$ cat config.mk
export PLATFORM = sky130hd
export DESIGN_NAME = fir_valid_window_filter_flat
export DESIGN_NICKNAME = d
export VERILOG_FILES = /design/src/hdl/fvwf_pkg.sv /design/src/hdl/fvwf_in_if.sv /design/src/hdl/fvwf_out_if.sv /design/src/hdl/fir_valid_window_filter.sv /design/src/hdl/fvwf_ram.sv /design/src/hdl/fvwf_mac.sv /design/src/flat_wrapper.sv
export SDC_FILE = /design/constraint.sdc
export NUM_CORES = 2
export LEC_CHECK = 0
export BUFFER_PORTS_ARGS = -buffer_cell sky130_fd_sc_hd__clkbuf_2
export CAP_MARGIN = 20
export CORE_ASPECT_RATIO = 1.5
export CORE_MARGIN = 3
export CORE_UTILIZATION = 45
export CTS_CLUSTER_DIAMETER = 150
export DETAILED_ROUTE_END_ITERATION = 16
export GPL_TIMING_DRIVEN = 0
export HOLD_SLACK_MARGIN = 0.02
export PLACE_DENSITY = 0.62
export RECOVER_POWER = 25
export SLEW_MARGIN = 20
export SYNTH_ARGS = -nofsm -noshare
export SYNTH_HDL_FRONTEND = slang
export SYNTH_HIERARCHICAL = 1
export SYNTH_SLANG_ARGS = --single-unit
$ cat constraint.sdc
create_clock -name i_clk -period 17 [get_ports i_clk]
set_clock_uncertainty 0.05 [all_clocks]
set_input_delay 0.85 -clock i_clk [delete_from_list [all_inputs] [get_ports i_clk]]
set_output_delay 0.85 -clock i_clk [all_outputs]
set_load 0.005 [all_outputs]
$ cat src/hdl/fvwf_pkg.sv
// package: sizes, controller-to-mac struct and coefficient rom of the window filter
package fvwf_pkg;

    localparam int TAPS           = 61;
    localparam int SAMPLE_BITS    = 16;
    localparam int COEF_FRAC_BITS = 17;

    // rom is stored as the first half of a symmetric q1.17 response
    localparam int ROM_TAPS = 61;
    localparam int ROM_FRAC = 17;
    localparam int ROM_HALF = (ROM_TAPS + 1) / 2;

    localparam int COEF_BITS = COEF_FRAC_BITS + 1;
    localparam int PROD_BITS = SAMPLE_BITS + COEF_BITS;
    localparam int ACC_BITS  = PROD_BITS + $clog2(TAPS);
    localparam int K_BITS    = $clog2(TAPS);
    localparam int ADDR_BITS = $clog2(TAPS);
    localparam int FILL_BITS = $clog2(TAPS + 1);

    localparam int COEF_HALF [ROM_HALF] = '{
        0, 0, -2, 7, -16, 30, -50, 78, -114, 160, -218, 288, -371, 468,
        -580, 705, -844, 994, -1155, 1322, -1494, 1667, -1836, 1998,
        -2149, 2284, -2401, 2495, -2565, 2607, 128451
    };

    // controller to mac unit
    typedef struct packed {
        logic              clear;
        logic              issue;
        logic [K_BITS-1:0] k;
    } t_mac_ctl;

    // coefficient of tap k, rescaled to the configured fraction width
    function automatic logic signed [COEF_BITS-1:0] coef_at(input logic [K_BITS-1:0] k);
        int idx;
        int c;
        int m;
        int r;
        int s;
        idx = 0;
        c   = 0;
        m   = 0;
        r   = 0;
        s   = 0;
        if (int'(k) >= ROM_TAPS) begin
            return '0;
        end
        idx = (int'(k) < ROM_HALF) ? int'(k) : (ROM_TAPS - 1) - int'(k);
        c   = COEF_HALF[idx];
        if (COEF_FRAC_BITS >= ROM_FRAC) begin
            r = c <<< (COEF_FRAC_BITS - ROM_FRAC);
        end else begin
            s = ROM_FRAC - COEF_FRAC_BITS;
            m = (c < 0) ? -c : c;
            r = (m + (1 <<< (s - 1))) >>> s;
            r = (c < 0) ? -r : r;
        end
        return COEF_BITS'(r);
    endfunction

endpackage

$ cat src/hdl/fvwf_in_if.sv
// input sample channel: valid, ready and sample payload
interface fvwf_in_if;
    logic                                     valid;
    logic                                     ready;
    logic signed [fvwf_pkg::SAMPLE_BITS-1:0]  sample;
    logic                                     block_start;

    modport source (output valid, output sample, output block_start, input ready);
    modport sink   (input valid, input sample, input block_start, output ready);
endinterface

$ cat src/hdl/fvwf_out_if.sv
// result channel: valid, ready and filter output payload
interface fvwf_out_if;
    logic                                     valid;
    logic                                     ready;
    logic signed [fvwf_pkg::SAMPLE_BITS-1:0]  filtered;
    logic                                     clipped;

    modport source (output valid, output filtered, output clipped, input ready);
    modport sink   (input valid, input filtered, input clipped, output ready);
endinterface

$ cat src/hdl/fir_valid_window_filter.sv
// top level: window memory, tap sequencer and output register of the fir filter
//
//  channel  | dir | handshake    | payload
//  ---------+-----+--------------+------------------------------------
//  i_smp    | in  | valid/ready  | sample (s16), block_start (1)
//  o_res    | out | valid/ready  | filtered (s16), clipped (1)
//
// a sample is taken only while idle; once the block holds TAPS samples, each new
// sample runs TAPS taps through the single multiply-accumulate unit, then the
// read, product and accumulate stages drain before the result is loaded.
// the window lives in a circular ram, so one read per tap sets the pace.
// no clearing pass: no result is made before TAPS samples have been written.
// a finished result waits in the output register while the next sample is taken.
module fir_valid_window_filter (
    input  logic              i_clk,
    input  logic              i_rst_n,
    fvwf_in_if.sink           i_smp,
    fvwf_out_if.source        o_res
);

    localparam int TAPS = fvwf_pkg::TAPS;
    localparam int AW   = fvwf_pkg::ADDR_BITS;
    localparam int KW   = fvwf_pkg::K_BITS;
    localparam int FW   = fvwf_pkg::FILL_BITS;
    localparam int SB   = fvwf_pkg::SAMPLE_BITS;

    typedef enum logic [2:0] {
        ST_IDLE  = 3'b001,
        ST_RUN   = 3'b010,
        ST_DRAIN = 3'b100
    } t_state;

    t_state                 r_state, n_state;
    logic [AW-1:0]          r_wp, n_wp;
    logic [AW-1:0]          r_rd_addr, n_rd_addr;
    logic [KW-1:0]          r_k, n_k;
    logic [FW-1:0]          r_fill, n_fill;
    logic                   r_out_vld, n_out_vld;
    logic signed [SB-1:0]   r_filtered;
    logic                   r_clipped;

    logic                   w_accept;
    logic                   w_load;
    fvwf_pkg::t_mac_ctl     w_ctl;
    logic [SB-1:0]          w_rd_data;
    logic                   w_busy;
    logic signed [SB-1:0]   w_filtered;
    logic                   w_clipped;

    assign i_smp.ready = (r_state == ST_IDLE);
    assign w_accept    = i_smp.valid & i_smp.ready;
    assign w_load      = (r_state == ST_DRAIN) & ~w_busy & (~r_out_vld | o_res.ready);

    // sample window as a circular buffer
    fvwf_ram #(
        .WIDTH (SB),
        .DEPTH (TAPS)
    ) u_window (
        .i_clk     (i_clk),
        .i_wr_en   (w_accept),
        .i_wr_addr (r_wp),
        .i_wr_data (i_smp.sample),
        .i_rd_en   (r_state == ST_RUN),
        .i_rd_addr (r_rd_addr),
        .o_rd_data (w_rd_data)
    );

    // shared multiply-accumulate unit
    assign w_ctl.clear = w_accept;
    assign w_ctl.issue = (r_state == ST_RUN);
    assign w_ctl.k     = r_k;

    fvwf_mac u_mac (
        .i_clk      (i_clk),
        .i_rst_n    (i_rst_n),
        .i_ctl      (w_ctl),
        .i_rd_data  (w_rd_data),
        .o_busy     (w_busy),
        .o_filtered (w_filtered),
        .o_clipped  (w_clipped)
    );

    // tap sequencer and block fill count
    always_comb begin
        n_state   = r_state;
        n_wp      = r_wp;
        n_rd_addr = r_rd_addr;
        n_k       = r_k;
        n_fill    = r_fill;
        unique case (r_state)
            ST_IDLE: begin
                if (w_accept) begin
                    n_wp      = (r_wp == AW'(TAPS - 1)) ? '0 : r_wp + AW'(1);
                    n_rd_addr = r_wp;
                    n_k       = '0;
                    if (i_smp.block_start) begin
                        n_fill = FW'(1);
                    end else if (r_fill < FW'(TAPS)) begin
                        n_fill = r_fill + FW'(1);
                    end
                    if (n_fill == FW'(TAPS)) begin
                        n_state = ST_RUN;
                    end
                end
            end
            ST_RUN: begin
                n_rd_addr = (r_rd_addr == '0) ? AW'(TAPS - 1) : r_rd_addr - AW'(1);
                n_k       = r_k + KW'(1);
                if (r_k == KW'(TAPS - 1)) begin
                    n_state = ST_DRAIN;
                end
            end
            ST_DRAIN: begin
                if (w_load) begin
                    n_state = ST_IDLE;
                end
            end
            default: begin
                n_state = ST_IDLE;
            end
        endcase
    end

    // output register occupancy
    always_comb begin
        n_out_vld = r_out_vld;
        if (o_res.ready) begin
            n_out_vld = 1'b0;
        end
        if (w_load) begin
            n_out_vld = 1'b1;
        end
    end

    // control registers
    always_ff @(posedge i_clk) begin
        if (!i_rst_n) begin
            r_state   <= ST_IDLE;
            r_wp      <= '0;
            r_fill    <= '0;
            r_out_vld <= 1'b0;
        end else begin
            r_state   <= n_state;
            r_wp      <= n_wp;
            r_fill    <= n_fill;
            r_out_vld <= n_out_vld;
        end
    end

    // sequencer address and tap index
    always_ff @(posedge i_clk) begin
        r_rd_addr <= n_rd_addr;
        r_k       <= n_k;
    end

    // result payload
    always_ff @(posedge i_clk) begin
        if (w_load) begin
            r_filtered <= w_filtered;
            r_clipped  <= w_clipped;
        end
    end

    assign o_res.valid    = r_out_vld;
    assign o_res.filtered = r_filtered;
    assign o_res.clipped  = r_clipped;

endmodule

$ cat src/hdl/fvwf_ram.sv
// generic single write port ram with registered read
module fvwf_ram #(
    parameter int WIDTH = 16,
    parameter int DEPTH = 64
) (
    input  logic                     i_clk,
    input  logic                     i_wr_en,
    input  logic [$clog2(DEPTH)-1:0] i_wr_addr,
    input  logic [WIDTH-1:0]         i_wr_data,
    input  logic                     i_rd_en,
    input  logic [$clog2(DEPTH)-1:0] i_rd_addr,
    output logic [WIDTH-1:0]         o_rd_data
);

    logic [WIDTH-1:0] r_mem [DEPTH];
    logic [WIDTH-1:0] r_rd_data;

    // write port
    always_ff @(posedge i_clk) begin
        if (i_wr_en) begin
            r_mem[i_wr_addr] <= i_wr_data;
        end
    end

    // registered read port
    always_ff @(posedge i_clk) begin
        if (i_rd_en) begin
            r_rd_data <= r_mem[i_rd_addr];
        end
    end

    assign o_rd_data = r_rd_data;

endmodule

$ cat src/hdl/fvwf_mac.sv
// shared multiply-accumulate unit with rounding and saturation of the sum
module fvwf_mac (
    input  logic                                    i_clk,
    input  logic                                    i_rst_n,
    input  fvwf_pkg::t_mac_ctl                      i_ctl,
    input  logic [fvwf_pkg::SAMPLE_BITS-1:0]        i_rd_data,
    output logic                                    o_busy,
    output logic signed [fvwf_pkg::SAMPLE_BITS-1:0] o_filtered,
    output logic                                    o_clipped
);

    localparam int SB = fvwf_pkg::SAMPLE_BITS;
    localparam int AB = fvwf_pkg::ACC_BITS;
    localparam int FB = fvwf_pkg::COEF_FRAC_BITS;

    localparam logic signed [AB:0] RND_HALF = (AB + 1)'(1) <<< (FB - 1);
    localparam logic signed [AB:0] Y_HI     = ((AB + 1)'(1) <<< (SB - 1)) - (AB + 1)'(1);
    localparam logic signed [AB:0] Y_LO     = -((AB + 1)'(1) <<< (SB - 1));

    logic                                   r_s1_vld;
    logic [fvwf_pkg::K_BITS-1:0]            r_s1_k;
    logic                                   r_s2_vld;
    logic signed [fvwf_pkg::PROD_BITS-1:0]  r_prod;
    logic signed [AB-1:0]                   r_acc;

    logic signed [fvwf_pkg::COEF_BITS-1:0]  w_coef;
    logic signed [AB:0]                     w_rnd;
    logic signed [AB:0]                     w_y;

    // stage valids track the ram read and the multiplier
    always_ff @(posedge i_clk) begin
        if (!i_rst_n) begin
            r_s1_vld <= 1'b0;
            r_s2_vld <= 1'b0;
        end else begin
            r_s1_vld <= i_ctl.issue;
            r_s2_vld <= r_s1_vld;
        end
    end

    // tap index is registered alongside the ram read data
    always_ff @(posedge i_clk) begin
        r_s1_k <= i_ctl.k;
    end

    // coefficient lookup and product register
    assign w_coef = fvwf_pkg::coef_at(r_s1_k);

    always_ff @(posedge i_clk) begin
        if (r_s1_vld) begin
            r_prod <= w_coef * $signed(i_rd_data);
        end
    end

    // accumulator
    always_ff @(posedge i_clk) begin
        if (i_ctl.clear) begin
            r_acc <= '0;
        end else if (r_s2_vld) begin
            r_acc <= r_acc + AB'(r_prod);
        end
    end

    // round half up, then saturate to the sample range
    always_comb begin
        w_rnd      = (AB + 1)'(r_acc) + RND_HALF;
        w_y        = w_rnd >>> FB;
        o_clipped  = 1'b0;
        o_filtered = w_y[SB-1:0];
        if (w_y > Y_HI) begin
            o_filtered = Y_HI[SB-1:0];
            o_clipped  = 1'b1;
        end else if (w_y < Y_LO) begin
            o_filtered = Y_LO[SB-1:0];
            o_clipped  = 1'b1;
        end
    end

    assign o_busy = r_s1_vld | r_s2_vld;

endmodule

$ cat src/flat_wrapper.sv
// flat-port wrapper written by rule: the top's interface ports become plain ports
module fir_valid_window_filter_flat 
  (i_clk, i_rst_n, i_smp_valid, i_smp_sample, i_smp_block_start, i_smp_ready, o_res_valid, o_res_filtered, o_res_clipped, o_res_ready);
  fvwf_in_if i_smp_i ();
  fvwf_out_if o_res_i ();
  input  logic i_clk;
  input  logic i_rst_n;
  input wire logic [$bits(i_smp_i.valid)-1:0] i_smp_valid;
  input wire logic [$bits(i_smp_i.sample)-1:0] i_smp_sample;
  input wire logic [$bits(i_smp_i.block_start)-1:0] i_smp_block_start;
  output wire logic [$bits(i_smp_i.ready)-1:0] i_smp_ready;
  output wire logic [$bits(o_res_i.valid)-1:0] o_res_valid;
  output wire logic [$bits(o_res_i.filtered)-1:0] o_res_filtered;
  output wire logic [$bits(o_res_i.clipped)-1:0] o_res_clipped;
  input wire logic [$bits(o_res_i.ready)-1:0] o_res_ready;
  assign i_smp_i.valid = i_smp_valid;
  assign i_smp_i.sample = i_smp_sample;
  assign i_smp_i.block_start = i_smp_block_start;
  assign i_smp_ready = i_smp_i.ready;
  assign o_res_valid = o_res_i.valid;
  assign o_res_filtered = o_res_i.filtered;
  assign o_res_clipped = o_res_i.clipped;
  assign o_res_i.ready = o_res_ready;
  fir_valid_window_filter u_core (.i_clk(i_clk), .i_rst_n(i_rst_n), .i_smp(i_smp_i), .o_res(o_res_i));
endmodule
==> flow_summary.ini <==
[status]
status = finished with violations
violated_checks = max-capacitance violations, max-slew violations

[grt]
globalRouteTotalUtil = 0.2218
overflow = 0
number_of_global_route_vias_before_repair = 33964
groute.layer.met1.usage = 0.2383
grt_antenna_before_repair = 4
groute.layer.met3.usage = 0.02570
met2_usage = 0.4233
grt_pass1_wl_um = 212200
maximum_number_of_pins_on_one_net_before_global_route_repair = 62
global_route.peak_usage_layer = met2

[clock_network]
numCtsBuffers = 104
cts-root-buf = clkbuf_16
register_clock_pin_slew_on_the_reported_worst_setup_and_hold_paths_ps = 70
cts_htree_levels = 3
cts_hold_buffers = 0
clock_latency_on_the_worst_skew_pair_ps = 710
cts-root-to-sink-buffers = 3
cts_resized = 0
tritoncts = done
tritoncts_num_sinks = 1119
postCtsSetupRepairBufs = 0

[power]
p_per_area_mw_per_mm2 = 102.5
power_leakage_nw = 22.74
power.combinational.fraction = 0.168
power.switching_fraction = 0.2577
p_int_w = 0.004821
clock_power_share = 0.360
total_switching_power_w = 0.001674
worst_ir_drop_vdd_v = 0.0001142
power_frac_seq = 0.472

[placed_design]
dp_cells = 5411
place.port_buffers = 39
post-place-ws_ps = 7158
dp_hpwl_um = 103700
final_gp_congestion = 0.8963
dpl-instance-area_mm2 = 0.06004

[logic_synthesis]
synth-seq-cells = 1119
synthArstFlopShare = 0
syn_nets = 4143
synth_flop_cell = edfxtp_1
synth_sequential_area_ratio = 0.5806
synthesis.yosys.warnings = 6
synth_enable_flop_cells = 1055
netlist_area_mm2 = 0.05677
synth_cell_type_count = 94
synthesis.instances = 3698
synth_area_per_cell_um2 = 15.35

[floorplan]
start_util = 0.4537
floorplan.die_area_mm2 = 0.1306
fp-row-count = 159
floorplan.die.height_um = 441.0
io-pin-count = 40
floorplan.core_area_mm2 = 0.1251
fp.dieW_um = 296.0

[sta]
finalSetupViolCount = 0
fin_tns_setup_ps = 0
worst_pin_slew_ps = 2932
fmax_mhz = 101.7
period_needed_ps = 9834
worst_slew_margin = -0.9544
slew_viol_final = 562
post-route-period-util = 0.5784
fin_ws_ps = 7166
grt_setup_unrepaired = no
final-hold-violation-count = 0

[setup_path]
crit_path_max_incr_delay_ps = 620
worstSetupPathType = reg2reg
crit_path_top_delay_cell = xor2_1
critical_path_required_ps = 17390
crit_arrival_ps = 10220
worst-path-max-fanout = 10
timing.critical_path.from_type = flop
setup.worst_path.end_class = flop

[detailed_routing]
ant_nets = 0
route.detailed.wl_per_inst_um = 25.13
route.final.wire_length_um = 140900
drc_viols = 0
via_per_inst = 5.612
num_vias = 31478
detail_route.first_pass.iterations = 7
drt_first_iter_violations = 2319

[layout]
n_fill_cell = 10452
layout-area-overhead-vs-synth_pct = 11.55
drive_gt1_frac = 0.1704
final_nets = 4352
mostFrequentLayoutCells = edfxtp_1, inv_1, fa_1, mux4_2, nand2_1
layout.cells.most_common = edfxtp_1
post-route-util = 0.5061
layout.cell_area.non_filler_mm2 = 0.06333
final_cells = 5609

[flow_run]
cap_viol_max_count = 13

[min_path]
worst_hold_path_type = reg2reg
[power groups by stage]
stage	logic, W	clock network [W]	registers (W)
finish	0.00109	0.00234	0.00307
global route	0.00124	0.00250	0.00307
CTS	0.00112	0.00240	0.00306
detailed placement	0.00111	0	0.00312
global placement	0.00109	0	0.00313
floorplan	0.000822	0	0.00312
[routing by layer]
metal / vias up / part of all wire
li1: 14060 / -
met1: 16358 / 0.35
met2: 747 / 0.55
met3: 309 / 0.037
met4: 4 / 0.058
met5: - / 0.00011
[cell type report]
cell class | instances | area, um2 | share of cell area
antenna | 3 | 7.507 | 0.0001185
sequential | 1119 | 32960 | 0.5205
timing repair buffer | 103 | 893.4 | 0.01411
buffer | 168 | 872.1 | 0.01377
inverter | 395 | 1483 | 0.02341
tap | 1610 | 2014 | 0.03181
clock inverter | 68 | 681.9 | 0.01077
clock buffer | 127 | 2751 | 0.04344
multi-input combinational | 2016 | 21670 | 0.3421
[flip-flops by register name (all words and copies together) (netlist names), 3 cells and up]
signal / flops
u_core/o_res.filtered: 16
u_core/r_k: 6
u_core/r_wp: 6
u_core/u_mac/r_acc: 40
u_core/u_window/r_mem: 976
u_core/u_mac/r_s1_k: 6
u_core/r_fill: 6
u_core/r_state: 3
u_core/u_mac/r_prod: 34
u_core/u_window/o_rd_data: 16
u_core/r_rd_addr: 6
[cells in the mapped netlist (13+ instances only)]
library cell  count  area [um2]
nand2_1         173       649.4
and2_1          139       869.6
nor2_1          172       645.6
mux2i_1         101        1011
edfxtp_1       1055       31680
buf_2            45       225.2
o21ai_1          19       95.09
mux4_2          239        5383
ha_1            143        1789
mux2_2           17       191.4
a21o_1           42       315.3
xnor2_1          66       578.1
fa_1            281        5625
a211oi_1         14       105.1
a21oi_1         105       525.5
o21a_1           17       127.6
o21ai_0          95       475.5
nor3_1           25       125.1
nand2b_1         28       175.2
o211a_1          18       180.2
inv_1           393        1475
dfxtp_1          64        1281
nand4_1          13       81.33
buf_4            17       127.6
o221ai_1         17       148.9
xor2_1           34       297.8
clkbuf_1         79       296.5
buf_6            16       180.2
nand3_1          32       160.2
a221oi_1         31       271.5
a31oi_1          13       81.33
nor2b_1          19       118.9
[kinds of logic after synthesis]
kind of cell | after synthesis | share of synthesized area
adders and majority gates | 424 | 0.1306
muxes | 357 | 0.1160
xor gates and xnor gates | 100 | 0.01543
buffers and inverters | 563 | 0.04148
AOI/OAI and AO/OA | 471 | 0.05723
DFF | 1119 | 0.5806
and+or+nand+nor | 664 | 0.05871
[stage by stage]
step / total power, W / hold WS (ps)
6_report: 0.006495 / 352.4
5_1_grt: 0.006808 / 376.9
3_5_place_dp: 0.004238 / 374.5
4_1_cts: 0.006579 / 351.1
3_3_place_gp: 0.004218 / 351.0
2_1_floorplan: 0.003945 / 331.5
[worst max-delay path: cells and delay by family (launching register included)]
kind | cells | cell delay (ps)
buf+inv | 8 | 1240
flops | 1 | 570
simple gates | 4 | 770
fa+ha+maj | 8 | 3800
compound gates | 12 | 2380
xor+xnor | 2 | 750
[path summary, 6_finish.rpt]
check | slack [ps] | start | to | depth (start not counted)
worst max-delay path | 7170 | u_core/u_mac/r_s1_k[0] | u_core/u_mac/r_prod[33] | 34
worst min-delay path | 350 | u_core/r_k[5] | u_core/u_mac/r_s1_k[5] | 0
worst max register to register | 7170 | u_core/u_mac/r_s1_k[0] | u_core/u_mac/r_prod[33] | 34
worst min register to register | 350 | u_core/r_k[5] | u_core/u_mac/r_s1_k[5] | 0
Note: power is estimated with default switching activity, not from simulation.
